## src/hw/rtl/ptd_pkg.sv

```systemverilog
// Shared types, constants and the multiply microprogram of the point to triangle distance block.
// Used by every module under hw/rtl; depends on nothing.
package ptd_pkg;

	// wide working width for exact products, multiplier operand magnitude and digit size
	localparam int WW    = 208;
	localparam int MAGW  = 100;
	localparam int DIG   = 4;
	localparam int NDIG  = MAGW / DIG;
	localparam int MCW   = $clog2(NDIG + 1);
	localparam int DW    = 33;
	localparam int PCW   = 6;
	localparam int DIV_STEPS = 64;
	localparam int SQ_STEPS  = 32;
	localparam int CNTW  = $clog2(DIV_STEPS);
	localparam logic [CNTW-1:0] DIV_LAST = CNTW'(DIV_STEPS - 1);
	localparam logic [CNTW-1:0] SQ_LAST  = CNTW'(SQ_STEPS - 1);

	localparam logic [PCW-1:0] PC_MAIN = 6'd0;
	localparam logic [PCW-1:0] PC_E0   = 6'd24;
	localparam logic [PCW-1:0] PC_E1   = 6'd26;
	localparam logic [PCW-1:0] PC_E12  = 6'd28;
	localparam logic [PCW-1:0] PC_IN   = 6'd30;

	localparam logic [31:0] DIST_SAT = 32'hFFFF_FFFF;

	typedef logic signed [WW-1:0] wide_t;
	typedef logic signed [DW-1:0] diff_t;
	typedef logic signed [31:0]   coord_t;

	typedef struct packed {
		coord_t x;
		coord_t y;
		coord_t z;
	} cvec_t;

	typedef struct packed {
		cvec_t v0;
		cvec_t v1;
		cvec_t v2;
	} vtx_t;

	typedef struct packed {
		diff_t x;
		diff_t y;
		diff_t z;
	} dvec_t;

	typedef struct packed {
		logic empty;
		logic full;
	} qstat_t;

	typedef struct packed {
		logic  go;
		wide_t a;
		wide_t b;
	} mul_req_t;

	typedef struct packed {
		logic  done;
		wide_t prod;
	} mul_rsp_t;

	typedef enum logic [4:0] {
		R_E0X, R_E0Y, R_E0Z, R_E1X, R_E1Y, R_E1Z, R_DX, R_DY, R_DZ,
		R_A00, R_A01, R_A11, R_B0, R_B1, R_C, R_DET, R_S, R_T,
		R_NX, R_NY, R_NZ, R_PR, R_NUM, R_TMP, R_DENOM, R_NUMER
	} wreg_t;

	typedef enum logic [1:0] {
		M_SET,
		M_ADD,
		M_SUB
	} mode_t;

	typedef struct packed {
		wreg_t dst;
		wreg_t a;
		wreg_t b;
		mode_t mode;
		logic  last;
	} uop_t;

	typedef enum logic [2:0] {
		F_V0, F_V1, F_V2, F_E0, F_E1, F_E12, F_IN
	} feat_t;

	typedef enum logic [3:0] {
		ST_IDLE, ST_MUL, ST_WAIT, ST_PREP, ST_CMP, ST_SEL,
		ST_DCHK, ST_OVF, ST_DIV, ST_SQRT
	} st_t;

	typedef struct packed {
		logic st_le;
		logic p1_le;
		logic q1_le;
		logic r3_gt;
		logic r3_ge;
		logic r5_gt;
		logic r5_ge;
		logic n_le;
		logic n_ge;
	} cmp_t;

	// take the low cw bits of a slot and sign-extend them
	function automatic coord_t ptd_coord(input logic [31:0] raw, input int unsigned cw);
		logic [31:0] sh;
		sh = raw << (32 - cw);
		return $signed(sh) >>> (32 - cw);
	endfunction

	function automatic uop_t mk(input wreg_t d, input wreg_t a, input wreg_t b,
			input mode_t m, input logic l);
		uop_t u;
		u.dst  = d;
		u.a    = a;
		u.b    = b;
		u.mode = m;
		u.last = l;
		return u;
	endfunction

	// products in order: dot products, det, s, t, then one program per edge feature and one for the interior
	function automatic uop_t ptd_uop(input logic [PCW-1:0] pc);
		uop_t u;
		case (pc)
			6'd0:  u = mk(R_A00, R_E0X, R_E0X, M_SET, 1'b0);
			6'd1:  u = mk(R_A00, R_E0Y, R_E0Y, M_ADD, 1'b0);
			6'd2:  u = mk(R_A00, R_E0Z, R_E0Z, M_ADD, 1'b0);
			6'd3:  u = mk(R_A01, R_E0X, R_E1X, M_SET, 1'b0);
			6'd4:  u = mk(R_A01, R_E0Y, R_E1Y, M_ADD, 1'b0);
			6'd5:  u = mk(R_A01, R_E0Z, R_E1Z, M_ADD, 1'b0);
			6'd6:  u = mk(R_A11, R_E1X, R_E1X, M_SET, 1'b0);
			6'd7:  u = mk(R_A11, R_E1Y, R_E1Y, M_ADD, 1'b0);
			6'd8:  u = mk(R_A11, R_E1Z, R_E1Z, M_ADD, 1'b0);
			6'd9:  u = mk(R_B0, R_DX, R_E0X, M_SET, 1'b0);
			6'd10: u = mk(R_B0, R_DY, R_E0Y, M_ADD, 1'b0);
			6'd11: u = mk(R_B0, R_DZ, R_E0Z, M_ADD, 1'b0);
			6'd12: u = mk(R_B1, R_DX, R_E1X, M_SET, 1'b0);
			6'd13: u = mk(R_B1, R_DY, R_E1Y, M_ADD, 1'b0);
			6'd14: u = mk(R_B1, R_DZ, R_E1Z, M_ADD, 1'b0);
			6'd15: u = mk(R_C, R_DX, R_DX, M_SET, 1'b0);
			6'd16: u = mk(R_C, R_DY, R_DY, M_ADD, 1'b0);
			6'd17: u = mk(R_C, R_DZ, R_DZ, M_ADD, 1'b0);
			6'd18: u = mk(R_DET, R_A00, R_A11, M_SET, 1'b0);
			6'd19: u = mk(R_DET, R_A01, R_A01, M_SUB, 1'b0);
			6'd20: u = mk(R_S, R_A01, R_B1, M_SET, 1'b0);
			6'd21: u = mk(R_S, R_A11, R_B0, M_SUB, 1'b0);
			6'd22: u = mk(R_T, R_A01, R_B0, M_SET, 1'b0);
			6'd23: u = mk(R_T, R_A00, R_B1, M_SUB, 1'b1);
			6'd24: u = mk(R_NUM, R_C, R_A00, M_SET, 1'b0);
			6'd25: u = mk(R_NUM, R_B0, R_B0, M_SUB, 1'b1);
			6'd26: u = mk(R_NUM, R_C, R_A11, M_SET, 1'b0);
			6'd27: u = mk(R_NUM, R_B1, R_B1, M_SUB, 1'b1);
			6'd28: u = mk(R_NUM, R_TMP, R_DENOM, M_SET, 1'b0);
			6'd29: u = mk(R_NUM, R_NUMER, R_NUMER, M_SUB, 1'b1);
			6'd30: u = mk(R_NX, R_E0Y, R_E1Z, M_SET, 1'b0);
			6'd31: u = mk(R_NX, R_E0Z, R_E1Y, M_SUB, 1'b0);
			6'd32: u = mk(R_NY, R_E0Z, R_E1X, M_SET, 1'b0);
			6'd33: u = mk(R_NY, R_E0X, R_E1Z, M_SUB, 1'b0);
			6'd34: u = mk(R_NZ, R_E0X, R_E1Y, M_SET, 1'b0);
			6'd35: u = mk(R_NZ, R_E0Y, R_E1X, M_SUB, 1'b0);
			6'd36: u = mk(R_PR, R_NX, R_DX, M_SET, 1'b0);
			6'd37: u = mk(R_PR, R_NY, R_DY, M_ADD, 1'b0);
			6'd38: u = mk(R_PR, R_NZ, R_DZ, M_ADD, 1'b0);
			6'd39: u = mk(R_NUM, R_PR, R_PR, M_SET, 1'b1);
			default: u = mk(R_NUM, R_PR, R_PR, M_SET, 1'b1);
		endcase
		return u;
	endfunction

endpackage

```

## src/hw/rtl/ptd_mul.sv

```systemverilog
// Shared serial multiplier: exact signed product, one radix-16 digit per cycle.
// Depends on ptd_pkg for widths and request/response types.
module ptd_mul (
	input  logic              clk,
	input  logic              arst_n,
	input  ptd_pkg::mul_req_t req,
	output ptd_pkg::mul_rsp_t rsp
);
	import ptd_pkg::*;

	logic [MAGW-1:0]   ma_q, mb_q;
	logic [2*MAGW-1:0] acc_q;
	logic              neg_q;
	logic [MCW-1:0]    cnt_q;
	logic              run_q, fin_q, done_q;
	wide_t             prod_q;

	wide_t             abs_a, abs_b, mag;
	logic [2*MAGW-1:0] pp;

	always_comb begin
		abs_a = req.a[WW-1] ? -req.a : req.a;
		abs_b = req.b[WW-1] ? -req.b : req.b;
		pp    = (2*MAGW)'(ma_q) * (2*MAGW)'(mb_q[MAGW-1 -: DIG]);
		mag   = {{(WW-2*MAGW){1'b0}}, acc_q};
	end

	always_ff @(posedge clk) begin
		if (req.go) begin
			ma_q  <= abs_a[MAGW-1:0];
			mb_q  <= abs_b[MAGW-1:0];
			neg_q <= req.a[WW-1] ^ req.b[WW-1];
			acc_q <= '0;
		end else if (run_q) begin
			acc_q <= (acc_q << DIG) + pp;
			mb_q  <= mb_q << DIG;
		end
		if (fin_q) begin
			prod_q <= neg_q ? -mag : mag;
		end
	end

	always_ff @(posedge clk or negedge arst_n) begin
		if (!arst_n) begin
			run_q  <= 1'b0;
			fin_q  <= 1'b0;
			done_q <= 1'b0;
			cnt_q  <= '0;
		end else begin
			done_q <= fin_q;
			fin_q  <= 1'b0;
			if (req.go) begin
				run_q <= 1'b1;
				cnt_q <= MCW'(NDIG);
			end else if (run_q) begin
				cnt_q <= cnt_q - 1'b1;
				if (cnt_q == MCW'(1)) begin
					run_q <= 1'b0;
					fin_q <= 1'b1;
				end
			end
		end
	end

	assign rsp.done = done_q;
	assign rsp.prod = prod_q;

endmodule

```

## config.mk

```make
export PLATFORM = sky130hd
export DESIGN_NAME = ptd_mul
export DESIGN_NICKNAME = d
export VERILOG_FILES = /design/src/hw/rtl/ptd_pkg.sv /design/src/hw/rtl/ptd_mul.sv
export SDC_FILE = /design/constraint.sdc
export NUM_CORES = 2
export LEC_CHECK = 0
export BUFFER_PORTS_ARGS = -buffer_cell sky130_fd_sc_hd__buf_4
export CAP_MARGIN = 20
export CORE_MARGIN = 4
export CORE_UTILIZATION = 60
export CTS_BUF_LIST = sky130_fd_sc_hd__clkbuf_16
export CTS_CLUSTER_DIAMETER = 200
export DETAILED_ROUTE_END_ITERATION = 10
export PLACE_DENSITY = 0.89
export SLEW_MARGIN = 20
export SYNTH_ARGS = -nofsm -noshare
export SYNTH_HDL_FRONTEND = slang
export SYNTH_SLANG_ARGS = --single-unit
```

## constraint.sdc

```tcl
create_clock -name clk -period 8.1 [get_ports clk]
set_clock_uncertainty 0.15 [all_clocks]
set_input_delay 1.215 -clock clk [delete_from_list [all_inputs] [get_ports clk]]
set_output_delay 1.215 -clock clk [all_outputs]
set_load 0.01 [all_outputs]
```

==> flow_summary.json <==
{
  "status": "completed",
  "crit_arrival_ps": 7370,
  "ys_ff_latch": 617,
  "startpoint_type": "flip-flop",
  "drc": 0,
  "finalHoldViolCount": 0,
  "dp_cells": 6543,
  "clkSinkCount": 617,
  "finalMaxSlewViolations": 0,
  "busiest_layer": "met2",
  "synth_top_cell_area_share_pct": 25.22,
  "synth.distinct_cells": 79,
  "io-pin-count": 628,
  "finalInstanceArea_um2": 54730,
  "port-buffer-count": 413,
  "yosys.area.top_type": "edfxtp_1",
  "syn-instance-count": 5346,
  "syn-num-nets": 6177,
  "slew_headroom_pct": 27.11,
  "ctsResizeCount": 0,
  "synth_flop_cell": "edfxtp_1",
  "utilization_pct": 67.95,
  "p_leak_nw": 21.98,
  "core-area_um2": 80550,
  "path_cells": "buf_12 > and2_1 > fa_1 > fa_1 > inv_1 > fa_1 > inv_1 > ha_1 > nand4_1 > or3_1 > a2111oi_0 > buf_4 > o311ai_0 > nand3_1 > a2111oi_1 > buf_4 > o41ai_1 > a21oi_1 > buf_4 > nor3_1 > xnor2_1 > o21ai_0",
  "place_area_um2": 52380,
  "clock_path_buffers": 3,
  "grt_max_degree": 199,
  "nets": 6386,
  "wirelength_mm": 154.6,
  "use_met3_pct": 5.881,
  "crit_type": "flip-flop to flip-flop",
  "synthToLayoutAreaGrowth_pct": 12.39,
  "cts_buffers": 69,
  "fin_crit_sh_pct": 86.80,
  "synth_edf_count": 409,
  "drtAntennaViolNets": 0,
  "tns_ps": 0,
  "use_met2_pct": 55.14,
  "grt_pass1_wl_mm": 236.1,
  "crit_fanout": 100,
  "setup_violations": 0,
  "final_cells": 6673,
  "cts.hold.buffers_added": 0,
  "met1_usage_pct": 48.82,
  "fin_crit_ps": 7031,
  "routedWlPerCell_um": 23.16,
  "antenna_found_initial": 3,
  "initial_utilization_pct": 60.46,
  "min_path_type": "primary input to asynchronous set/reset pin",
  "grt-ovfl-total": 0,
  "grt_pass1_vias": 40190,
  "path_delay_family": "adder cells",
  "drive_above_1_share_pct": 11.42,
  "synthesis.area_um2": 48700,
  "die_y_um": 292.9,
  "worst_slack_ps": 1069,
  "via_count": 41510,
  "drtIter0Drc": 4331,
  "grt_usage_pct": 35.12,
  "detailedPlace.worstSlack_ps": 1260,
  "synth_area_leaders": "edfxtp_1 25%, fa_1 12%, dfxtp_1 8.2%",
  "peakVddDrop_v": 0.0002520,
  "detail_route.first_pass.iterations": 6,
  "postCtsSetupBuffers": 0,
  "total_power_mw": 21.67,
  "hpwl_mm": 120.3,
  "row_count": 104,
  "worst_pin_slew_ps": 1083,
  "path_clk_slew_ps": 60,
  "htreeDepth": 3,
  "syn_avg_cell_area_um2": 9.109,
  "gp_congestion": 1.023,
  "clock_latency_ps": 640,
  "power_density_nw_per_um2": 395.9,
  "crit_required_ps": 8440,
  "holdWs_ps": 292.2,
  "maxCapViolCount": 0,
  "rsz0062_at_grt": "false",
  "crit_buf_inv": 6,
  "cts_tree": "built",
  "endpoint_kind": "flip-flop",
  "clockRootBuffer": "clkbuf_16",
  "die_area_um2": 85780,
  "async_reset_ff_share_pct": 1.297,
  "ys_warn_count": 0,
  "yosysSeqAreaShare_pct": 33.85,
  "die_w_um": 292.9,
  "max_freq_mhz": 142.2,
  "critical_path.max_stage_delay_ps": 560,
  "slowest_stage": "o41ai_1",
  "vias_per_cell": 6.220
}
-- state kept, by name, indices dropped and copies added, names as in the netlist --
register / count
acc_q: 200
cnt_q: 5
done_q: 1
fin_q: 1
ma_q: 100
mb_q: 100
neg_q: 1
prod_q: 208
run_q: 1
-- kinds of logic (layout without fill, tap and decap cells) --
| logic type | count (synthesis) | in the layout | synth area share, % |
|---|---|---|---|
| multiplexers | 59 | 59 | 1.226 |
| buffers and inverters | 782 | 1048 | 6.066 |
| AO/OA/AOI/OAI | 1036 | 1036 | 13.53 |
| adder cells (fa/ha/maj) | 412 | 412 | 15.13 |
| flip-flops | 617 | 617 | 33.85 |
| XOR/XNOR | 583 | 583 | 10.49 |
| other | 0 | 1 | 0 |
| AND/OR/NAND/NOR | 1857 | 1857 | 19.71 |
-- cell usage after synthesis, types with 29 or more instances --
master and number:
a211oi_1 51, a21o_1 52, a21oi_1 258, and2_1 390
clkbuf_1 313, dfxtp_1 200, edfxtp_1 409, fa_1 295
ha_1 117, inv_1 449, mux2i_1 54, nand2_1 417
nand3_1 91, nand4_1 120, nor2_1 390, nor3_1 89
nor4_1 67, o21a_1 29, o21ai_0 274, o22ai_1 42
o31ai_1 133, o41ai_1 59, or2_2 32, or3_1 83
or4_1 65, xnor2_1 389, xor2_1 194
-- final timing paths --
kind                         endpoint  slack [ps]  depth (start not counted)        from
min reg2reg                acc_q[196]         340                          2  acc_q[196]
max in group asynchronous       run_q        7330                          1      arst_n
min                          cnt_q[4]         290                          1      arst_n
min in group clk           acc_q[196]         340                          2  acc_q[196]
max reg2reg                acc_q[196]        1070                         22    mb_q[98]
max                        acc_q[196]        1070                         22    mb_q[98]
-- metal layers --
metal / share of wire (%) / vias up
li1: - / 18910
met3: 9.1 / 414
met4: 4.7 / 2
met5: 0.0071 / -
met1: 41 / 20000
met2: 46 / 2179
-- layout make-up --
class	instances	area, µm²
Clock buffer	71	1777
Tap cell	1060	1326
Fill cell	6258	25810
Antenna cell	1	2.502
Timing Repair Buffer	469	3603
Clock inverter	57	546.8
Sequential cell	617	16490
Multi-Input combinational cell	3947	29290
Inverter	451	1695
-- where the power goes --
part           switching [mW]  total, mW  internal, mW
sequential              0.588       4.49          3.90
clock                    1.41       3.25          1.84
combinational            8.68       13.9          5.25
total                    10.7       21.7          11.0
-- layout by cell type (no fill, tap or decap), types with 13 or more instances in the layout --
cell       instances
mux2i_1           54
o21bai_1          26
and2_1           391
or2_2             32
ha_1             117
clkbuf_16         71
o22ai_1           42
o21a_1            29
xnor2_1          389
o211ai_1          16
nor3_1            89
nand2b_1          26
buf_4            462
edfxtp_1         409
dfxtp_1          200
and3_1            26
a21oi_1          258
nor2b_1           13
nand3_1           91
nand4_1          120
or4_1             65
a21o_1            52
nand2_1          416
o41ai_1           59
o21ai_0          274
xor2_1           194
nor4_1            66
o31ai_1          133
a211oi_1          50
fa_1             295
or3_1             83
nor2_1           389
inv_1            460
Note: power is estimated with default switching activity, not from simulation.
