### src/hw/rtl/ptd_pkg.sv
// Shared types, constants and the multiply microprogram of the point to triangle distance block.
// Used by every module under hw/rtl; depends on nothing.
package ptd_pkg;

	// wide working width for exact products, multiplier operand magnitude and digit size
	localparam int WW    = 208;
	localparam int MAGW  = 100;
	localparam int DIG   = 4;
	localparam int NDIG  = MAGW / DIG;
	localparam int MCW   = $clog2(NDIG + 1);
	localparam int DW    = 33;
	localparam int PCW   = 6;
	localparam int DIV_STEPS = 64;
	localparam int SQ_STEPS  = 32;
	localparam int CNTW  = $clog2(DIV_STEPS);
	localparam logic [CNTW-1:0] DIV_LAST = CNTW'(DIV_STEPS - 1);
	localparam logic [CNTW-1:0] SQ_LAST  = CNTW'(SQ_STEPS - 1);

	localparam logic [PCW-1:0] PC_MAIN = 6'd0;
	localparam logic [PCW-1:0] PC_E0   = 6'd24;
	localparam logic [PCW-1:0] PC_E1   = 6'd26;
	localparam logic [PCW-1:0] PC_E12  = 6'd28;
	localparam logic [PCW-1:0] PC_IN   = 6'd30;

	localparam logic [31:0] DIST_SAT = 32'hFFFF_FFFF;

	typedef logic signed [WW-1:0] wide_t;
	typedef logic signed [DW-1:0] diff_t;
	typedef logic signed [31:0]   coord_t;

	typedef struct packed {
		coord_t x;
		coord_t y;
		coord_t z;
	} cvec_t;

	typedef struct packed {
		cvec_t v0;
		cvec_t v1;
		cvec_t v2;
	} vtx_t;

	typedef struct packed {
		diff_t x;
		diff_t y;
		diff_t z;
	} dvec_t;

	typedef struct packed {
		logic empty;
		logic full;
	} qstat_t;

	typedef struct packed {
		logic  go;
		wide_t a;
		wide_t b;
	} mul_req_t;

	typedef struct packed {
		logic  done;
		wide_t prod;
	} mul_rsp_t;

	typedef enum logic [4:0] {
		R_E0X, R_E0Y, R_E0Z, R_E1X, R_E1Y, R_E1Z, R_DX, R_DY, R_DZ,
		R_A00, R_A01, R_A11, R_B0, R_B1, R_C, R_DET, R_S, R_T,
		R_NX, R_NY, R_NZ, R_PR, R_NUM, R_TMP, R_DENOM, R_NUMER
	} wreg_t;

	typedef enum logic [1:0] {
		M_SET,
		M_ADD,
		M_SUB
	} mode_t;

	typedef struct packed {
		wreg_t dst;
		wreg_t a;
		wreg_t b;
		mode_t mode;
		logic  last;
	} uop_t;

	typedef enum logic [2:0] {
		F_V0, F_V1, F_V2, F_E0, F_E1, F_E12, F_IN
	} feat_t;

	typedef enum logic [3:0] {
		ST_IDLE, ST_MUL, ST_WAIT, ST_PREP, ST_CMP, ST_SEL,
		ST_DCHK, ST_OVF, ST_DIV, ST_SQRT
	} st_t;

	typedef struct packed {
		logic st_le;
		logic p1_le;
		logic q1_le;
		logic r3_gt;
		logic r3_ge;
		logic r5_gt;
		logic r5_ge;
		logic n_le;
		logic n_ge;
	} cmp_t;

	// take the low cw bits of a slot and sign-extend them
	function automatic coord_t ptd_coord(input logic [31:0] raw, input int unsigned cw);
		logic [31:0] sh;
		sh = raw << (32 - cw);
		return $signed(sh) >>> (32 - cw);
	endfunction

	function automatic uop_t mk(input wreg_t d, input wreg_t a, input wreg_t b,
			input mode_t m, input logic l);
		uop_t u;
		u.dst  = d;
		u.a    = a;
		u.b    = b;
		u.mode = m;
		u.last = l;
		return u;
	endfunction

	// products in order: dot products, det, s, t, then one program per edge feature and one for the interior
	function automatic uop_t ptd_uop(input logic [PCW-1:0] pc);
		uop_t u;
		case (pc)
			6'd0:  u = mk(R_A00, R_E0X, R_E0X, M_SET, 1'b0);
			6'd1:  u = mk(R_A00, R_E0Y, R_E0Y, M_ADD, 1'b0);
			6'd2:  u = mk(R_A00, R_E0Z, R_E0Z, M_ADD, 1'b0);
			6'd3:  u = mk(R_A01, R_E0X, R_E1X, M_SET, 1'b0);
			6'd4:  u = mk(R_A01, R_E0Y, R_E1Y, M_ADD, 1'b0);
			6'd5:  u = mk(R_A01, R_E0Z, R_E1Z, M_ADD, 1'b0);
			6'd6:  u = mk(R_A11, R_E1X, R_E1X, M_SET, 1'b0);
			6'd7:  u = mk(R_A11, R_E1Y, R_E1Y, M_ADD, 1'b0);
			6'd8:  u = mk(R_A11, R_E1Z, R_E1Z, M_ADD, 1'b0);
			6'd9:  u = mk(R_B0, R_DX, R_E0X, M_SET, 1'b0);
			6'd10: u = mk(R_B0, R_DY, R_E0Y, M_ADD, 1'b0);
			6'd11: u = mk(R_B0, R_DZ, R_E0Z, M_ADD, 1'b0);
			6'd12: u = mk(R_B1, R_DX, R_E1X, M_SET, 1'b0);
			6'd13: u = mk(R_B1, R_DY, R_E1Y, M_ADD, 1'b0);
			6'd14: u = mk(R_B1, R_DZ, R_E1Z, M_ADD, 1'b0);
			6'd15: u = mk(R_C, R_DX, R_DX, M_SET, 1'b0);
			6'd16: u = mk(R_C, R_DY, R_DY, M_ADD, 1'b0);
			6'd17: u = mk(R_C, R_DZ, R_DZ, M_ADD, 1'b0);
			6'd18: u = mk(R_DET, R_A00, R_A11, M_SET, 1'b0);
			6'd19: u = mk(R_DET, R_A01, R_A01, M_SUB, 1'b0);
			6'd20: u = mk(R_S, R_A01, R_B1, M_SET, 1'b0);
			6'd21: u = mk(R_S, R_A11, R_B0, M_SUB, 1'b0);
			6'd22: u = mk(R_T, R_A01, R_B0, M_SET, 1'b0);
			6'd23: u = mk(R_T, R_A00, R_B1, M_SUB, 1'b1);
			6'd24: u = mk(R_NUM, R_C, R_A00, M_SET, 1'b0);
			6'd25: u = mk(R_NUM, R_B0, R_B0, M_SUB, 1'b1);
			6'd26: u = mk(R_NUM, R_C, R_A11, M_SET, 1'b0);
			6'd27: u = mk(R_NUM, R_B1, R_B1, M_SUB, 1'b1);
			6'd28: u = mk(R_NUM, R_TMP, R_DENOM, M_SET, 1'b0);
			6'd29: u = mk(R_NUM, R_NUMER, R_NUMER, M_SUB, 1'b1);
			6'd30: u = mk(R_NX, R_E0Y, R_E1Z, M_SET, 1'b0);
			6'd31: u = mk(R_NX, R_E0Z, R_E1Y, M_SUB, 1'b0);
			6'd32: u = mk(R_NY, R_E0Z, R_E1X, M_SET, 1'b0);
			6'd33: u = mk(R_NY, R_E0X, R_E1Z, M_SUB, 1'b0);
			6'd34: u = mk(R_NZ, R_E0X, R_E1Y, M_SET, 1'b0);
			6'd35: u = mk(R_NZ, R_E0Y, R_E1X, M_SUB, 1'b0);
			6'd36: u = mk(R_PR, R_NX, R_DX, M_SET, 1'b0);
			6'd37: u = mk(R_PR, R_NY, R_DY, M_ADD, 1'b0);
			6'd38: u = mk(R_PR, R_NZ, R_DZ, M_ADD, 1'b0);
			6'd39: u = mk(R_NUM, R_PR, R_PR, M_SET, 1'b1);
			default: u = mk(R_NUM, R_PR, R_PR, M_SET, 1'b1);
		endcase
		return u;
	endfunction

endpackage

### src/hw/rtl/ptd_queue.sv
// Short queue of point offsets between the front and the back.
// Depends on ptd_pkg for the entry and status types.
module ptd_queue #(
	parameter int DEPTH = 4
) (
	input  logic           clk,
	input  logic           arst_n,
	input  logic           push,
	input  ptd_pkg::dvec_t wdata,
	input  logic           pop,
	output ptd_pkg::dvec_t head,
	output ptd_pkg::qstat_t qst
);
	import ptd_pkg::*;

	localparam int PW = (DEPTH > 1) ? $clog2(DEPTH) : 1;
	localparam int CW = $clog2(DEPTH + 1);

	dvec_t          mem_q [DEPTH];
	logic [PW-1:0]  wr_q;
	logic [PW-1:0]  rd_q;
	logic [CW-1:0]  cnt_q;

	function automatic logic [PW-1:0] nxt(input logic [PW-1:0] p);
		return (p == PW'(DEPTH - 1)) ? '0 : p + 1'b1;
	endfunction

	always_ff @(posedge clk) begin
		if (push) begin
			mem_q[wr_q] <= wdata;
		end
	end

	always_ff @(posedge clk or negedge arst_n) begin
		if (!arst_n) begin
			wr_q  <= '0;
			rd_q  <= '0;
			cnt_q <= '0;
		end else begin
			if (push) wr_q <= nxt(wr_q);
			if (pop) rd_q <= nxt(rd_q);
			if (push && !pop) cnt_q <= cnt_q + 1'b1;
			else if (pop && !push) cnt_q <= cnt_q - 1'b1;
		end
	end

	assign head      = mem_q[rd_q];
	assign qst.empty = (cnt_q == '0);
	assign qst.full  = (cnt_q == CW'(DEPTH));

endmodule

### config.mk
export PLATFORM = sky130hd
export DESIGN_NAME = ptd_queue
export DESIGN_NICKNAME = d
export VERILOG_FILES = /design/src/hw/rtl/ptd_pkg.sv /design/src/hw/rtl/ptd_queue.sv
export SDC_FILE = /design/constraint.sdc
export NUM_CORES = 1
export LEC_CHECK = 0
export CORE_MARGIN = 2
export CORE_UTILIZATION = 63
export CTS_CLUSTER_DIAMETER = 100
export CTS_CLUSTER_SIZE = 30
export DETAILED_ROUTE_END_ITERATION = 10
export DONT_BUFFER_PORTS = 1
export PLACE_DENSITY_LB_ADDON = 0.15
export SYNTH_ARGS = -nofsm -noshare
export SYNTH_HDL_FRONTEND = slang
export SYNTH_SLANG_ARGS = --single-unit
### constraint.sdc
create_clock -name clk -period 7 [get_ports clk]
set_input_delay 1.75 -clock clk [delete_from_list [all_inputs] [get_ports clk]]
set_output_delay 1.75 -clock clk [all_outputs]
set_load 0.05 [all_outputs]
==> flow_summary.html <==
<table>
<tr><th>Metric</th><th>Value</th></tr>
<tr><th colspan="2">Synthesis</th></tr>
<tr><td>Mean post-synth cell area</td><td>26.6 sq um</td></tr>
<tr><td>Top cells by area, synth</td><td>sky130_fd_sc_hd__edfxtp_1 81%, sky130_fd_sc_hd__mux4_2 15%, sky130_fd_sc_hd__dfrtp_1 1.2%</td></tr>
<tr><td>Seq cells post-synth</td><td>403</td></tr>
<tr><td>Commonest cells post-synth</td><td>396 x sky130_fd_sc_hd__edfxtp_1, 99 x sky130_fd_sc_hd__mux4_2, 10 x sky130_fd_sc_hd__buf_6, 9 x sky130_fd_sc_hd__buf_2, 7 x sky130_fd_sc_hd__dfrtp_1</td></tr>
<tr><td>Number of synthesized flops with an enable pin</td><td>396</td></tr>
<tr><td>Post-Synthesis Net Count</td><td>664</td></tr>
<tr><td>Leading cell type by number of instances after synthesis</td><td>sky130_fd_sc_hd__edfxtp_1</td></tr>
<tr><td>Seq/Total Area, Yosys</td><td>82.0%</td></tr>
<tr><td>Area of the mapped netlist</td><td>0.0147 sq mm</td></tr>
<tr><td>Main synth FF type</td><td>sky130_fd_sc_hd__edfxtp_1</td></tr>
<tr><td>Share of Yosys cell area claimed by the top area cell type</td><td>80.8%</td></tr>
<tr><td>Gate count after technology mapping</td><td>554</td></tr>
<tr><td>Synthesis Warnings</td><td>0</td></tr>
<tr><td>Share of async-settable or async-resettable flops after synthesis</td><td>1.74%</td></tr>
<tr><td>Cell variety after synth</td><td>19</td></tr>
<tr><td>Cell taking the most area after synthesis</td><td>sky130_fd_sc_hd__edfxtp_1</td></tr>
<tr><th colspan="2">Route</th></tr>
<tr><td>Antenna viol nets, final</td><td>0</td></tr>
<tr><td>Average via count per standard cell</td><td>6.37</td></tr>
<tr><td>Final WL</td><td>24100 microns</td></tr>
<tr><td>DRC violation total after the first TritonRoute iteration</td><td>410</td></tr>
<tr><td>Detailed-routing iteration count for the pre-antenna-repair pass</td><td>4</td></tr>
<tr><td>Routed length per instance</td><td>27.3 microns</td></tr>
<tr><td>Vias</td><td>5616</td></tr>
<tr><td>Drt drc</td><td>0</td></tr>
<tr><th colspan="2">Worst hold path</th></tr>
<tr><td>Worst hold path startpoint</td><td>cnt_q[2]</td></tr>
<tr><td>Count of cells along the worst hold path</td><td>1</td></tr>
<tr><td>Kind of path behind the tightest hold check</td><td>reg2reg</td></tr>
<tr><td>Worst Hold Path EP</td><td>cnt_q[2]</td></tr>
<tr><th colspan="2">Clock network</th></tr>
<tr><td>Max H-tree Level</td><td>1</td></tr>
<tr><td>Clock insertion delay at the later pin of the skew report</td><td>0.50 ns</td></tr>
<tr><td>Post-cts hold buffer count</td><td>0</td></tr>
<tr><td>CTS buffer count</td><td>17</td></tr>
<tr><td>Library cell used as clock root buffer</td><td>sky130_fd_sc_hd__clkbuf_16</td></tr>
<tr><td>Maximum buffer depth of the clock tree</td><td>3</td></tr>
<tr><td>Clock tree from TritonCTS</td><td>built</td></tr>
<tr><td>Gates resized, CTS repair</td><td>0</td></tr>
<tr><td># clock sinks</td><td>403</td></tr>
<tr><td>Clock slew at the register clock pins of the worst setup and hold paths</td><td>0.10 ns</td></tr>
<tr><td>Setup repair bufs after CTS</td><td>0</td></tr>
<tr><th colspan="2">STA</th></tr>
<tr><td>F_max</td><td>0.216 GHz</td></tr>
<tr><td>Setup TNS</td><td>0 ns</td></tr>
<tr><td>Hold slack final</td><td>0.499 ns</td></tr>
<tr><td>Remaining max-slew budget at the tightest pin</td><td>34.0%</td></tr>
<tr><td>Final hold violation count</td><td>0</td></tr>
<tr><td>Count of endpoints failing setup in the final report</td><td>0</td></tr>
<tr><td>Worst Skew</td><td>0.0189 ns</td></tr>
<tr><td>Post-layout minimum cycle time</td><td>4.64 ns</td></tr>
<tr><td>Slew Limit Fails</td><td>0</td></tr>
<tr><td>Setup repair after global routing missed its margin</td><td>false</td></tr>
<tr><td>Final Worst Setup Slack</td><td>2.36 ns</td></tr>
<tr><td>Worst slew pin tran</td><td>0.989 ns</td></tr>
<tr><td>Period utilization</td><td>66.2%</td></tr>
<tr><th colspan="2">Pwr</th></tr>
<tr><td>Ratio of total power to cell area</td><td>457 mW/mm^2</td></tr>
<tr><td>Leakage Power</td><td>0.00474 uW</td></tr>
<tr><td>Worst vdd ir</td><td>0.298 mV</td></tr>
<tr><th colspan="2">Critical path</th></tr>
<tr><td>Max stage delay on crit path</td><td>1.08 ns</td></tr>
<tr><td>Worst setup path startpoint</td><td>rd_q[0]</td></tr>
<tr><td>Critical path fanouts, max</td><td>54</td></tr>
<tr><td>Cells on worst reg2reg path</td><td>4</td></tr>
<tr><td>Crit. path cell count</td><td>2</td></tr>
<tr><td>Buf+Inv Stages, Crit Path</td><td>1</td></tr>
<tr><td>Data arrival time of the worst path</td><td>2.89 ns</td></tr>
<tr><td>Type of origin of the critical path</td><td>flop</td></tr>
<tr><td>Cell with the biggest individual delay on the critical path</td><td>sky130_fd_sc_hd__dfrtp_4</td></tr>
<tr><td>Crit path cell chain</td><td>buf_12 &gt; mux4_2</td></tr>
<tr><td>WP data required</td><td>5.25 ns</td></tr>
<tr><td>CP Capture Type</td><td>primary output</td></tr>
<tr><td>Beginning of the worst register-to-register path</td><td>wr_q[0]</td></tr>
<tr><td>Worst R2R Setup Slack</td><td>4.50 ns</td></tr>
<tr><td>Gate family responsible for the most delay along the worst path</td><td>flip-flops</td></tr>
<tr><td>Class of the most critical setup path</td><td>reg2out</td></tr>
<tr><td>Worst reg2reg path endpoint</td><td>mem_q[0][49]</td></tr>
<tr><th colspan="2">Placed design</th></tr>
<tr><td>Worst-case setup slack after placement</td><td>2.82 ns</td></tr>
<tr><td>Estimated wirelength of the detail-placed design</td><td>14800 microns</td></tr>
<tr><td>Number of input and output port buffers inserted</td><td>0</td></tr>
<tr><td>Number of placed instances, taps included</td><td>852</td></tr>
<tr><td>Weighted congestion at the end of routability-driven global placement</td><td>0.774</td></tr>
<tr><th colspan="2">Final layout</th></tr>
<tr><td>Total area of multi-input combinational cells</td><td>0.00247 sq mm</td></tr>
<tr><td>Area taken by flip-flops and latches</td><td>0.0121 sq mm</td></tr>
<tr><td>Filler instances</td><td>1371</td></tr>
<tr><td>Fraction of layout instances using a drive strength above 1</td><td>23.6%</td></tr>
<tr><td>Layout overhead on the synthesized area</td><td>5.37%</td></tr>
<tr><td>Count of inserted antenna diode cells</td><td>0</td></tr>
<tr><td>Nets@finish</td><td>668</td></tr>
<tr><td>Non-filler instance count after layout</td><td>881</td></tr>
<tr><td>Post-route core utilization</td><td>68.0%</td></tr>
<tr><th colspan="2">Die</th></tr>
<tr><td>I/O pin count</td><td>204</td></tr>
<tr><td>Effective utilization at floorplan</td><td>64.6%</td></tr>
<tr><td>Die width</td><td>157 microns</td></tr>
<tr><td>Die area</td><td>0.0246 sq mm</td></tr>
<tr><td>Die Ht</td><td>157 microns</td></tr>
<tr><td>Std-Cell Rows</td><td>55</td></tr>
<tr><td>Area inside the core boundary</td><td>0.0228 sq mm</td></tr>
<tr><th colspan="2">Global routing</th></tr>
<tr><td>Global-route wire length before repair</td><td>35500 microns</td></tr>
<tr><td>Pin count of the biggest net entering global routing</td><td>59</td></tr>
<tr><td>Number of antenna violations at the first check in global routing</td><td>0</td></tr>
<tr><td>Global route total overflow</td><td>0</td></tr>
<tr><td>Via count of the first global-routing pass</td><td>5987</td></tr>
<tr><td>Total track usage</td><td>19.7%</td></tr>
<tr><th colspan="2">Run</th></tr>
<tr><td>Max-capacitance violation count</td><td>0</td></tr>
<tr><th colspan="2">Run status</th></tr>
<tr><td>Status</td><td>finished clean</td></tr>
</table>
[flip-flops by register name (all words and copies together) (netlist names)]
name / flops
cnt_q: 3
mem_q: 396
rd_q: 2
wr_q: 2
[logic make-up after synthesis]
logic type | count (synthesis) | synth area share (%)
simple gates | 11 | 0.383
compound gates | 2 | 0.0681
buf+inv | 26 | 1.30
fa+ha+maj | 7 | 0.646
flops | 403 | 82.0
xor+xnor | 3 | 0.179
mux | 102 | 15.4
[routing by layer]
metal	up-vias	share of wire (%)	track usage [%]	wire length [microns]
met2	180	52	32.7	12500
met5	-	0	0	0
met3	36	9.4	6.98	2270
met1	3037	36	24.5	8740
li1	2363	-	-	-
met4	0	2.5	6.29	612
[power by group]
part	internal, uW	switching (uW)	total (uW)
registers	3090	241	3330
logic	674	1940	2620
clock network	473	653	1130
total	4240	2840	7080
[worst register-to-register path: cells and delay by family (launching register included)]
kind	cells	cell delay, ns
adder cells (fa/ha/maj)	1	0.15
buffers and inverters	2	0.92
flip-flops	1	0.43
AND/OR/NAND/NOR	1	0.57
[through the flow]
| step | total power, uW | cell area [sq um] |
|---|---|---|
| 2_1_floorplan | 5760 | 14700 |
| 3_3_place_gp | 6010 | 15000 |
| 3_5_place_dp | 6060 | 15000 |
| 4_1_cts | 7170 | 15500 |
| 5_1_grt | 7330 | 15500 |
| 6_report | 7080 | 15500 |
[worst max path at each step]
stage | slack [ns] | endpoint
after floorplan | 2.49 | mem_q[0][0]
after global placement | 2.85 | head[72]
after detailed placement | 2.82 | head[72]
after CTS | 2.26 | head[72]
after global routing | 2.11 | head[76]
final | 2.36 | head[93]
[layout by cell type (no fill, tap or decap), drive strengths merged, types with 3 or more instances in the layout]
master  netlist  routed
clkbuf        1      28
ha            6       6
dfrtp         7       7
and2          4       4
inv           4       5
edfxtp      396     396
mux2          3       3
mux4         99      99
buf          21       7
nor2          3       3
[area by class of cell]
type,instances,area share [%]
tap,313,2.53
clock buffer,28,3.01
clock inverter,1,0.129
timing repair buffer,7,0.420
inverter,4,0.0969
multi-input combinational,125,15.9
sequential,403,77.9
(Power assumes the default switching activity.)
