File: config.mk
export PLATFORM = sky130hd
export DESIGN_NAME = ptd_front
export DESIGN_NICKNAME = d
export VERILOG_FILES = /design/src/hw/rtl/ptd_pkg.sv /design/src/hw/rtl/ptd_front.sv
export SDC_FILE = /design/constraint.sdc
export NUM_CORES = 1
export LEC_CHECK = 0
export BUFFER_PORTS_ARGS = -buffer_cell sky130_fd_sc_hd__buf_2
export CORE_AREA = 3 3 113 115
export DETAILED_ROUTE_END_ITERATION = 12
export DIE_AREA = 0 0 116 118
export PLACE_DENSITY = 0.81
export SYNTH_ARGS = -nofsm -noshare
export SYNTH_HDL_FRONTEND = slang
export SYNTH_SLANG_ARGS = --single-unit
File: constraint.sdc
create_clock -name vclk -period 7.6
set_clock_uncertainty 0.05 [all_clocks]
set_input_delay 1.9 -clock vclk [all_inputs]
set_output_delay 1.9 -clock vclk [all_outputs]
set_load 0.02 [all_outputs]
File: src/hw/rtl/ptd_pkg.sv
// Shared types, constants and the multiply microprogram of the point to triangle distance block.
// Used by every module under hw/rtl; depends on nothing.
package ptd_pkg;

	// wide working width for exact products, multiplier operand magnitude and digit size
	localparam int WW    = 208;
	localparam int MAGW  = 100;
	localparam int DIG   = 4;
	localparam int NDIG  = MAGW / DIG;
	localparam int MCW   = $clog2(NDIG + 1);
	localparam int DW    = 33;
	localparam int PCW   = 6;
	localparam int DIV_STEPS = 64;
	localparam int SQ_STEPS  = 32;
	localparam int CNTW  = $clog2(DIV_STEPS);
	localparam logic [CNTW-1:0] DIV_LAST = CNTW'(DIV_STEPS - 1);
	localparam logic [CNTW-1:0] SQ_LAST  = CNTW'(SQ_STEPS - 1);

	localparam logic [PCW-1:0] PC_MAIN = 6'd0;
	localparam logic [PCW-1:0] PC_E0   = 6'd24;
	localparam logic [PCW-1:0] PC_E1   = 6'd26;
	localparam logic [PCW-1:0] PC_E12  = 6'd28;
	localparam logic [PCW-1:0] PC_IN   = 6'd30;

	localparam logic [31:0] DIST_SAT = 32'hFFFF_FFFF;

	typedef logic signed [WW-1:0] wide_t;
	typedef logic signed [DW-1:0] diff_t;
	typedef logic signed [31:0]   coord_t;

	typedef struct packed {
		coord_t x;
		coord_t y;
		coord_t z;
	} cvec_t;

	typedef struct packed {
		cvec_t v0;
		cvec_t v1;
		cvec_t v2;
	} vtx_t;

	typedef struct packed {
		diff_t x;
		diff_t y;
		diff_t z;
	} dvec_t;

	typedef struct packed {
		logic empty;
		logic full;
	} qstat_t;

	typedef struct packed {
		logic  go;
		wide_t a;
		wide_t b;
	} mul_req_t;

	typedef struct packed {
		logic  done;
		wide_t prod;
	} mul_rsp_t;

	typedef enum logic [4:0] {
		R_E0X, R_E0Y, R_E0Z, R_E1X, R_E1Y, R_E1Z, R_DX, R_DY, R_DZ,
		R_A00, R_A01, R_A11, R_B0, R_B1, R_C, R_DET, R_S, R_T,
		R_NX, R_NY, R_NZ, R_PR, R_NUM, R_TMP, R_DENOM, R_NUMER
	} wreg_t;

	typedef enum logic [1:0] {
		M_SET,
		M_ADD,
		M_SUB
	} mode_t;

	typedef struct packed {
		wreg_t dst;
		wreg_t a;
		wreg_t b;
		mode_t mode;
		logic  last;
	} uop_t;

	typedef enum logic [2:0] {
		F_V0, F_V1, F_V2, F_E0, F_E1, F_E12, F_IN
	} feat_t;

	typedef enum logic [3:0] {
		ST_IDLE, ST_MUL, ST_WAIT, ST_PREP, ST_CMP, ST_SEL,
		ST_DCHK, ST_OVF, ST_DIV, ST_SQRT
	} st_t;

	typedef struct packed {
		logic st_le;
		logic p1_le;
		logic q1_le;
		logic r3_gt;
		logic r3_ge;
		logic r5_gt;
		logic r5_ge;
		logic n_le;
		logic n_ge;
	} cmp_t;

	// take the low cw bits of a slot and sign-extend them
	function automatic coord_t ptd_coord(input logic [31:0] raw, input int unsigned cw);
		logic [31:0] sh;
		sh = raw << (32 - cw);
		return $signed(sh) >>> (32 - cw);
	endfunction

	function automatic uop_t mk(input wreg_t d, input wreg_t a, input wreg_t b,
			input mode_t m, input logic l);
		uop_t u;
		u.dst  = d;
		u.a    = a;
		u.b    = b;
		u.mode = m;
		u.last = l;
		return u;
	endfunction

	// products in order: dot products, det, s, t, then one program per edge feature and one for the interior
	function automatic uop_t ptd_uop(input logic [PCW-1:0] pc);
		uop_t u;
		case (pc)
			6'd0:  u = mk(R_A00, R_E0X, R_E0X, M_SET, 1'b0);
			6'd1:  u = mk(R_A00, R_E0Y, R_E0Y, M_ADD, 1'b0);
			6'd2:  u = mk(R_A00, R_E0Z, R_E0Z, M_ADD, 1'b0);
			6'd3:  u = mk(R_A01, R_E0X, R_E1X, M_SET, 1'b0);
			6'd4:  u = mk(R_A01, R_E0Y, R_E1Y, M_ADD, 1'b0);
			6'd5:  u = mk(R_A01, R_E0Z, R_E1Z, M_ADD, 1'b0);
			6'd6:  u = mk(R_A11, R_E1X, R_E1X, M_SET, 1'b0);
			6'd7:  u = mk(R_A11, R_E1Y, R_E1Y, M_ADD, 1'b0);
			6'd8:  u = mk(R_A11, R_E1Z, R_E1Z, M_ADD, 1'b0);
			6'd9:  u = mk(R_B0, R_DX, R_E0X, M_SET, 1'b0);
			6'd10: u = mk(R_B0, R_DY, R_E0Y, M_ADD, 1'b0);
			6'd11: u = mk(R_B0, R_DZ, R_E0Z, M_ADD, 1'b0);
			6'd12: u = mk(R_B1, R_DX, R_E1X, M_SET, 1'b0);
			6'd13: u = mk(R_B1, R_DY, R_E1Y, M_ADD, 1'b0);
			6'd14: u = mk(R_B1, R_DZ, R_E1Z, M_ADD, 1'b0);
			6'd15: u = mk(R_C, R_DX, R_DX, M_SET, 1'b0);
			6'd16: u = mk(R_C, R_DY, R_DY, M_ADD, 1'b0);
			6'd17: u = mk(R_C, R_DZ, R_DZ, M_ADD, 1'b0);
			6'd18: u = mk(R_DET, R_A00, R_A11, M_SET, 1'b0);
			6'd19: u = mk(R_DET, R_A01, R_A01, M_SUB, 1'b0);
			6'd20: u = mk(R_S, R_A01, R_B1, M_SET, 1'b0);
			6'd21: u = mk(R_S, R_A11, R_B0, M_SUB, 1'b0);
			6'd22: u = mk(R_T, R_A01, R_B0, M_SET, 1'b0);
			6'd23: u = mk(R_T, R_A00, R_B1, M_SUB, 1'b1);
			6'd24: u = mk(R_NUM, R_C, R_A00, M_SET, 1'b0);
			6'd25: u = mk(R_NUM, R_B0, R_B0, M_SUB, 1'b1);
			6'd26: u = mk(R_NUM, R_C, R_A11, M_SET, 1'b0);
			6'd27: u = mk(R_NUM, R_B1, R_B1, M_SUB, 1'b1);
			6'd28: u = mk(R_NUM, R_TMP, R_DENOM, M_SET, 1'b0);
			6'd29: u = mk(R_NUM, R_NUMER, R_NUMER, M_SUB, 1'b1);
			6'd30: u = mk(R_NX, R_E0Y, R_E1Z, M_SET, 1'b0);
			6'd31: u = mk(R_NX, R_E0Z, R_E1Y, M_SUB, 1'b0);
			6'd32: u = mk(R_NY, R_E0Z, R_E1X, M_SET, 1'b0);
			6'd33: u = mk(R_NY, R_E0X, R_E1Z, M_SUB, 1'b0);
			6'd34: u = mk(R_NZ, R_E0X, R_E1Y, M_SET, 1'b0);
			6'd35: u = mk(R_NZ, R_E0Y, R_E1X, M_SUB, 1'b0);
			6'd36: u = mk(R_PR, R_NX, R_DX, M_SET, 1'b0);
			6'd37: u = mk(R_PR, R_NY, R_DY, M_ADD, 1'b0);
			6'd38: u = mk(R_PR, R_NZ, R_DZ, M_ADD, 1'b0);
			6'd39: u = mk(R_NUM, R_PR, R_PR, M_SET, 1'b1);
			default: u = mk(R_NUM, R_PR, R_PR, M_SET, 1'b1);
		endcase
		return u;
	endfunction

endpackage

File: src/hw/rtl/ptd_front.sv
// Front end: accepts query points, trims coordinates and forms the offset V0 - Q.
// Depends on ptd_pkg; feeds ptd_queue.
module ptd_front #(
	parameter int COORD_WIDTH = 32
) (
	input  logic            start,
	output logic            busy,
	input  logic [31:0]     query_x,
	input  logic [31:0]     query_y,
	input  logic [31:0]     query_z,
	input  ptd_pkg::cvec_t  v0,
	input  ptd_pkg::qstat_t qst,
	output logic            push,
	output ptd_pkg::dvec_t  wdata
);
	import ptd_pkg::*;

	coord_t qx, qy, qz;

	always_comb begin
		qx = ptd_coord(query_x, COORD_WIDTH);
		qy = ptd_coord(query_y, COORD_WIDTH);
		qz = ptd_coord(query_z, COORD_WIDTH);
		wdata.x = {v0.x[31], v0.x} - {qx[31], qx};
		wdata.y = {v0.y[31], v0.y} - {qy[31], qy};
		wdata.z = {v0.z[31], v0.z} - {qz[31], qz};
	end

	assign busy = qst.full;
	assign push = start && !qst.full;

endmodule

==> summary.txt, run 1 <==
Timing
  • Relative slew slack: 58.4%
  • Tcrit/Tclk final: 88.2%
  • Unrepaired setup endpoints after global routing: no
  • Fmax: 0.149 GHz
  • Final Hold Viols: 0
  • Fin. max-slew vios: 0
  • # setup viols final: 0
  • Setup tns final: 0 ns
  • Tmin final: 6.70 ns
  • Slew @ Worst Pin: 0.618 ns

Power
  • Clock Power Share: 0%
  • Sequential group share of total power: 0%
  • Pwr dens: 112 nW/um^2
  • P_int: 0.308 mW
  • Max IR drop VDD: 0.0582 mV
  • P_sw: 0.475 mW
  • Combinational power share: 100.0%
  • Switching Fraction: 60.7%
  • Leakage: 3.98 nW

GRT
  • Initial antenna violation count: 7
  • GR Util All Layers: 22.5%
  • Number of global-route vias before repair: 6,107
  • Met2 Resource Use GR: 42.0%
  • First-pass GRT wire length: 26,400 um
  • Largest net degree at the start of global routing: 10
  • Busiest grt layer: met2
  • Global Route met1 Usage: 26.5%
  • Met3 GRT Util: 3.34%
  • Total gr overflow: 0

Clock tree
  • Post-CTS Hold Fix Bufs: 0
  • Post-CTS Setup Repair Bufs: 0
  • Post-cts sizing count: 0

Floorplanning
  • Die width: 116 um
  • Die Y: 118 um
  • Initial Utilization: 45.1%
  • Core Footprint: 11,900 um^2
  • Full die area: 13,700 um^2
  • Num ports: 296
  • Row Count: 40

Detailed routing
  • Antenna viol nets, final: 0
  • Final WL: 17,200 um
  • Drt wl/cell: 13.9 um
  • Initial DRC Count: 351
  • Residual DRC: 0
  • Vias: 6,645
  • Via density: 5.38
  • Pre-antenna DRT Iters: 5

Critical path
  • Critical-path cell list: buf_2 > inv_1 > ha_1 > nor2b_1 > o21a_1 > a311o_1 > a22o_1 > a21oi_1 > o211ai_2 > mux2i_1 > a2111oi_0 > buf_2
  • CP max stage delay: 0.51 ns
  • Crit Path Max Fanout: 4
  • CP arrival: 4.75 ns
  • Critical path class: in -> out
  • Data required time at the worst endpoint: 5.65 ns
  • CP max-delay cell: a2111oi_0
  • CP dominant cell by count: buf_2
  • CP Launch Type: primary input
  • Critical path capture point type: output pin

Yosys
  • Cells after Synth: 811
  • Synthesized area per cell: 6.62 um^2
  • Area contributors post-synth: ha_1 (22%), inv_1 (8.7%), a21oi_1 (8.0%), xnor2_1 (7.8%), a21o_1 (6.1%)
  • Register area share after synthesis: 0%
  • Top-area cell type share of the netlist area: 22.4%
  • Post-synthesis cell type count: 70
  • Synth Cell Area: 5370 um^2
  • Yosys warnings: 0
  • Leading area contributor after synthesis: ha_1
  • Syn Nets: 1,105

Cells and area
  • Area of the multi-input gates: 4820 um^2
  • Area grow syn2layout: 29.5%
  • Fillers: 1,175
  • Reg area: 0 um^2
  • Commonest cells after routing, fill and taps aside: buf_2 (295), inv_1 (124), ha_1 (96)
  • Most common cell after layout, fill and taps aside: buf_2
  • CLK BUF: 0
  • Fin area: 6960 um^2
  • Post-layout nets: 1,381
  • FF+latch count: 0
  • Share of cells above drive strength 1: 28.7%

Placement
  • Dpl cell area: 6950 um^2
  • HPWL Detailed: 15,300 um
  • RePlAce Congestion: 0.942
  • Port bufs: 295

Status
  • Outcome: finished clean

Hold path
  • Worst Hold Class: in -> out

Run
  • Max-cap check violation count: 0
Yosys cell counts, drive strengths merged, types with 3 or more instances:
cell,n
o21a,16
nand2b,7
nand4,17
a21oi,87
a21boi,4
a31oi,9
clkbuf,19
nor3b,3
xor2,32
o21bai,10
inv,124
fa,3
o211ai,11
nor2,48
nand2,64
a21o,44
or3,3
ha,96
a311oi,4
nand3,20
o31ai,8
a211oi,7
and2,3
and3,9
nor2b,16
o21ai,51
a2111oi,3
nor3,7
o31a,3
xnor2,48
worst max-delay path, delay by kind of cell:
kind	cells	cell delay, ns
simple gates	1	0.13
buf+inv	3	0.42
fa+ha+maj	1	0.27
compound gates	6	1.88
mux	1	0.15
power by group through the flow:
stage          combinational (mW)  sequential, mW    clock (mW)
5_1_grt                     0.854               0  0.0000000704
2_1_floorplan               0.535               0             0
4_1_cts                     0.782               0             0
3_3_place_gp                0.772               0             0
3_5_place_dp                0.778               0             0
6_report                    0.783               0  0.0000000705
final timing paths:
kind | start | end | slack [ns] | depth (start not counted)
setup / recovery | query_y[1] | wdata[64] | 0.90 | 12
hold / removal | qst[0] | busy | 3.99 | 2
cell families (layout without fill, tap and decap cells):
kind of cell	count (synthesis)	in the layout	synth area share, %
buffers and inverters	145	419	10.2
AOI/OAI and AO/OA	280	280	34.4
xor gates and xnor gates	80	80	13.0
adders and majority gates	99	99	23.5
muxes	2	2	0.373
and+or+nand+nor	205	205	18.4
other	0	4	0
final cells by class:
| cell class | instances | share of cell area (%) |
|---|---|---|
| Tap cell | 147 | 2.64 |
| Timing Repair Buffer | 295 | 21.2 |
| Inverter | 124 | 6.69 |
| Antenna cell | 4 | 0.144 |
| Multi-Input combinational cell | 666 | 69.3 |
layer usage:
layer | share of wire, % | wire, um | vias up
li1 | - | - | 3428
met1 | 41 | 7000 | 2913
met2 | 49 | 8400 | 262
met3 | 7.9 | 1350 | 36
met4 | 2.1 | 362 | 6
met5 | 0.22 | 37 | -
stage by stage:
step	power, mW	util, %	setup slack [ns]	hold slack, ns	std cells
global placement	0.772	58.3	0.901	3.99	1232
CTS	0.782	58.3	0.903	3.99	1232
global route	0.854	58.4	0.764	4.01	1236
finish	0.783	58.4	0.896	3.99	1236
floorplan	0.535	-	0.907	3.83	811
detailed placement	0.778	58.3	0.929	3.99	1232
Power figures use the tool's default switching activity.
==> run 2: changes to the inputs <==
--- a/config.mk
+++ b/config.mk
@@ -5,11 +5,12 @@
 export SDC_FILE = /design/constraint.sdc
 export NUM_CORES = 1
 export LEC_CHECK = 0
+export ABC_AREA = 1
 export BUFFER_PORTS_ARGS = -buffer_cell sky130_fd_sc_hd__buf_2
-export CORE_AREA = 3 3 113 115
+export CORE_AREA = 3 3 123 125
 export DETAILED_ROUTE_END_ITERATION = 12
-export DIE_AREA = 0 0 116 118
-export PLACE_DENSITY = 0.81
+export DIE_AREA = 0 0 126 128
+export PLACE_DENSITY = 0.87
 export SYNTH_ARGS = -nofsm -noshare
 export SYNTH_HDL_FRONTEND = slang
 export SYNTH_SLANG_ARGS = --single-unit
==> run 2 against run 1 <==
  * Combinational power is 11% higher
  * Critical path depth is 3 higher
  * Clock-buffer cell count stayed put
  * Power is 11% higher
  * Die area is 18% higher
==> summary.txt, run 2 <==
GRT
  • Total gr overflow: 0
  • Number of global-route vias before repair: 8,818
  • GR Util All Layers: 27.7%
  • Largest net degree at the start of global routing: 8
  • Initial antenna violation count: 4
  • First-pass GRT wire length: 38,400 um

Critical path
  • Top delay family on crit path: simple AND/OR/NAND/NOR gates
  • CP dominant cell by count: nand2_1
  • CP Launch Type: primary input
  • Critical-path cell list: buf_2 > ha_1 > fa_1 > inv_1 > nand2_1 > nand2_1 > nand3_1 > nand2_1 > nand2_1 > nand2_2 > nand2_1 > nand2_1 > nand2_1 > nand2_1 > buf_2
  • CP max stage delay: 0.40 ns
  • Critical path capture point type: output pin
  • WP buf/inv: 3
  • Data required time at the worst endpoint: 5.65 ns
  • Critical Path Stages: 15
  • Critical path class: in -> out
  • Setup crit end: wdata[98]
  • CP max-delay cell: fa_1
  • Crit Path Max Fanout: 3
  • CP arrival: 3.71 ns
  • CP Launch Point: query_x[0]

Timing
  • Setup tns final: 0 ns
  • Hold Slack: 3.99 ns
  • Relative slew slack: 81.7%
  • # setup viols final: 0
  • Tmin final: 5.66 ns
  • Tcrit/Tclk final: 74.5%
  • Final Hold Viols: 0
  • Fin. max-slew vios: 0
  • Fmax: 0.177 GHz
  • Unrepaired setup endpoints after global routing: no
  • Slew @ Worst Pin: 0.274 ns

Floorplanning
  • Core Footprint: 14,000 um^2
  • Die width: 126 um
  • Initial Utilization: 55.3%
  • Full die area: 16,100 um^2
  • Row Count: 43
  • Die Y: 128 um
  • Num ports: 296

Yosys
  • Register area share after synthesis: 0%
  • Syn Nets: 1,972
  • Cells after Synth: 1,678
  • Leading area contributor after synthesis: nand2_1
  • Post-synthesis cell type count: 20
  • Synth Cell Area: 7730 um^2
  • Yosys warnings: 0
  • Count leader, synth: nand2_1
  • Area contributors post-synth: nand2_1 (36%), inv_1 (23%), ha_1 (16%), nor2_1 (6.1%), xor2_1 (4.4%)
  • Synth cell count leaders: nand2_1 (748), inv_1 (477), nor2_1 (125), ha_1 (96), nand3_1 (67)
  • Synthesized area per cell: 4.61 um^2
  • Top-area cell type share of the netlist area: 36.3%

Detailed routing
  • Drt wl/cell: 11.0 um
  • Pre-antenna DRT Iters: 6
  • Initial DRC Count: 669
  • Via density: 4.72
  • Final WL: 23,800 um
  • Antenna viol nets, final: 0
  • Vias: 10.2k
  • Residual DRC: 0

Clock tree
  • Post-CTS Setup Repair Bufs: 0
  • Post-CTS Hold Fix Bufs: 0
  • Post-cts sizing count: 0

Power
  • Total Power: 0.872 mW
  • Leakage: 7.23 nW
  • Pwr dens: 92.4 nW/um^2
  • Max IR drop VDD: 0.0650 mV

Hold path
  • Worst Hold Class: in -> out

Cells and area
  • Reg area: 0 um^2
  • Fillers: 1,411
  • Share of cells above drive strength 1: 16.1%
  • Commonest cells after routing, fill and taps aside: nand2_1 (748), inv_1 (477), buf_2 (295)
  • Most common cell after layout, fill and taps aside: nand2_1
  • CLK BUF: 0
  • Post-layout nets: 2,267
  • Area grow syn2layout: 21.9%
  • FF+latch count: 0

Run
  • Max-cap check violation count: 0

Placement
  • HPWL Detailed: 21,700 um
  • RePlAce Congestion: 0.983
  • Port bufs: 295

Status
  • Outcome: finished clean
[run 2: power by group]
| group | leakage, nW | switching, mW | total, mW | internal (mW) |
|---|---|---|---|---|
| registers | 0 | 0 | 0 | 0 |
| logic | 7.23 | 0.568 | 0.872 | 0.303 |
| clock network | 0.0000254 | 0 | 0.0000000706 | 0.0000000706 |
| total | 7.23 | 0.568 | 0.872 | 0.303 |
[run 2: cells by family (layout without fill, tap and decap cells)]
kind of cell               Yosys count  after routing  share of synthesized area, %
adders and majority gates           99             99                          16.3
and+or+nand+nor                    988            988                          50.7
other                                0              4                             0
buffers and inverters              479            772                          23.3
xor gates and xnor gates            45             45                          5.10
AOI/OAI and AO/OA                   67             67                          4.58
[run 2: per-stage QoR]
step                      worst slack, ns  instance area [um^2]  instances  util, %
after floorplan                      2.28                  7730       1678        -
after detailed placement             1.95                  9420       2151     67.4
after CTS                            1.94                  9420       2151     67.4
after global routing                 1.75                  9430       2155     67.4
after global placement               1.98                  9420       2151     67.4
final                                1.94                  9430       2155     67.4
[run 2: worst min-delay path by stage]
stage,from,to,depth (start not counted)
floorplan,qst[0],push,1
global placement,qst[0],busy,2
detailed placement,qst[0],busy,2
CTS,qst[0],busy,2
global route,qst[0],busy,2
finish,qst[0],busy,2
[run 2: area by class of cell]
class	count	area [um^2]	share of cell area, %
inverter	477	1790	19.0
tap	180	225	2.39
antenna	4	10.0	0.106
timing repair buffer	295	1480	15.7
multi-input combinational	1199	5930	62.9
[run 2: routing by layer]
metal	vias to the layer above	routed length (um)	track usage, %
met5	-	0	0
met4	0	773	8.33
met3	47	1920	1.75
met2	418	10800	49.0
met1	4255	10300	36.2
li1	5444	-	-
==> run 3: changes to the inputs <==
==> config.mk (replaced) <==
export PLATFORM = sky130hd
export DESIGN_NAME = ptd_front
export DESIGN_NICKNAME = d
export VERILOG_FILES = /design/src/hw/rtl/ptd_pkg.sv /design/src/hw/rtl/ptd_front.sv
export SDC_FILE = /design/constraint.sdc
export NUM_CORES = 1
export LEC_CHECK = 0
export ABC_AREA = 0
export BUFFER_PORTS_ARGS = -buffer_cell sky130_fd_sc_hd__buf_2
export CORE_AREA = 3 3 113 115
export DETAILED_ROUTE_END_ITERATION = 12
export DIE_AREA = 0 0 116 118
export PLACE_DENSITY = 0.81
export SYNTH_ARGS = -nofsm -noshare
export SYNTH_HDL_FRONTEND = slang
export SYNTH_SLANG_ARGS = --single-unit
==> constraint.sdc (replaced) <==
create_clock -name vclk -period 5.39
set_clock_uncertainty 0.05 [all_clocks]
set_input_delay 1.3475 -clock vclk [all_inputs]
set_output_delay 1.3475 -clock vclk [all_outputs]
set_load 0.02 [all_outputs]
==> run 3 against run 2 <==
  * Combinational power increased by 28%
  * Core utilization decreased by 8.1 points
  * Hold slack lost 1.1 ns
  * Sequential cell count is the same
  * Critical endpoint is now wdata[64]
  * Highest routed layer is now met5
  * Largest power group unchanged
  * Critical path depth shrank 3
==> summary.txt, run 3 (same netlist as run 1, synthesis figures left out) <==
Detailed routing
  • Drt wl/cell: 13.7 um
  • Pre-antenna DRT Iters: 5
  • Final WL: 17,100 um
  • Residual DRC: 0
  • Antenna viol nets, final: 0
  • Initial DRC Count: 407
  • Via density: 5.39
  • Vias: 6,691

Cells and area
  • Commonest cells after routing, fill and taps aside: buf_2 (295), inv_1 (124), ha_1 (96)
  • FF+latch count: 0
  • Reg area: 0 um^2
  • Area grow syn2layout: 31.6%
  • CLK BUF: 0
  • N_diodes: 0
  • Post-layout nets: 1,391
  • Most common cell after layout, fill and taps aside: buf_2
  • Fillers: 1,181
  • Share of cells above drive strength 1: 30.2%

GRT
  • GR Util All Layers: 22.4%
  • First-pass GRT wire length: 26,400 um
  • Number of global-route vias before repair: 6,080
  • Largest net degree at the start of global routing: 10
  • Total gr overflow: 0
  • Initial antenna violation count: 1

Placement
  • Dpl ws: -0.0276 ns
  • HPWL Detailed: 15,100 um
  • Port bufs: 295
  • RePlAce Congestion: 0.921

Floorplanning
  • Full die area: 13,700 um^2
  • Num ports: 296
  • Initial Utilization: 45.1%
  • Die Y: 118 um
  • Core Footprint: 11,900 um^2
  • Row Count: 40
  • Die width: 116 um

Status
  • Outcome: finished clean

Timing
  • Final Hold Viols: 0
  • Setup WS post-layout: 0.111 ns
  • Tcrit/Tclk final: 97.9%
  • Tmin final: 5.28 ns
  • Setup tns final: 0 ns
  • # setup viols final: 0
  • Relative slew slack: 70.5%
  • Fmax: 0.189 GHz
  • Slew @ Worst Pin: 0.439 ns
  • Fin. max-slew vios: 0

Hold path
  • Worst Hold Class: in -> out
  • Hold Crit Depth: 2
  • Hold path endpoint: busy
  • Hold Path Origin: qst[0]

Critical path
  • Crit Path Max Fanout: 4
  • Critical path class: in -> out
  • CP Launch Type: primary input
  • Data required time at the worst endpoint: 3.99 ns
  • Critical path capture point type: output pin
  • CP arrival: 3.88 ns

Power
  • Pwr dens: 159 nW/um^2
  • Leakage: 4.03 nW
  • Max IR drop VDD: 0.0948 mV
  • Total Power: 1.12 mW

Clock tree
  • Post-CTS Setup Repair Bufs: 0

Run
  • Max-cap check violation count: 0
==> run 3: cell count changes in the layout (fill, tap and decap cells not counted), moves of 10 or more <==
cell      previous run  this run
a21o_1               3        44
a21oi_1             60        82
nand2_2             16         0
o211ai_1             0        10
o21ai_0              0        48
nand3_1             67        20
buf_4                0        10
inv_1              477       124
xnor2_1              6        48
nand2_1            748        64
o21a_1               0        16
nor2_1             125        48
nor2b_1              0        16
==> run 3: what timing repair did <==
action                                  CTS  global route
hold buffers                              0             0
pin swaps                                 0             3
endpoints found under the setup margin    2            11
resized for setup                         2             9
==> run 3: worst max path at each step <==
| stage | startpoint | end | slack, ns | cells past startpoint |
|---|---|---|---|---|
| after floorplan | query_y[1] | wdata[64] | 0.05 | 10 |
| after global placement | query_z[0] | wdata[30] | -0.0005 | 12 |
| after detailed placement | query_z[0] | wdata[30] | -0.03 | 12 |
| after CTS | query_y[1] | wdata[64] | 0.04 | 12 |
| after global routing | query_y[1] | wdata[64] | -0.05 | 12 |
| final | query_y[1] | wdata[64] | 0.11 | 12 |
==> run 3: area by class of cell <==
class                           instances  area [um^2]  share of cell area, %
Multi-Input combinational cell        666         4870                   68.9
Tap cell                              147          184                   2.60
Inverter                              124          465                   6.58
Timing Repair Buffer                  305         1550                   21.9
==> run 3: per-layer routing <==
metal	global-route usage (%)	up-vias	share of wire, %
met3	3.39	22	7.8
met2	43.5	258	50
met5	0	-	0.076
met4	3.26	2	1.4
met1	25.7	2973	40
li1	-	3436	-
==> run 3: worst max-delay path: stages <==
cell,delay [ns]
buf_2,0.10
inv_1,0.04
ha_1,0.27
nor2b_1,0.13
o21a_1,0.18
a311o_1,0.42
a22o_1,0.26
a21oi_2,0.20
o211ai_2,0.17
mux2i_1,0.17
a2111oi_2,0.35
buf_2,0.24
==> run 3: through the flow <==
stage          util (%)  instance area [um^2]  hold WS (ns)  std cells
6_report           59.4                  7070          2.88       1242
5_1_grt            59.4                  7070          2.90       1242
4_1_cts            59.1                  7040          2.88       1242
3_5_place_dp       59.0                  7030          2.88       1242
3_3_place_gp       59.0                  7030          2.88       1242
2_1_floorplan         -                  5370          2.72        811
==> run 3: where the power goes <==
part           total (mW)  leakage, nW  internal [mW]  switching, mW
clock                   0            0              0              0
sequential              0            0              0              0
combinational        1.12         4.03          0.447          0.675
total                1.12         4.03          0.447          0.675
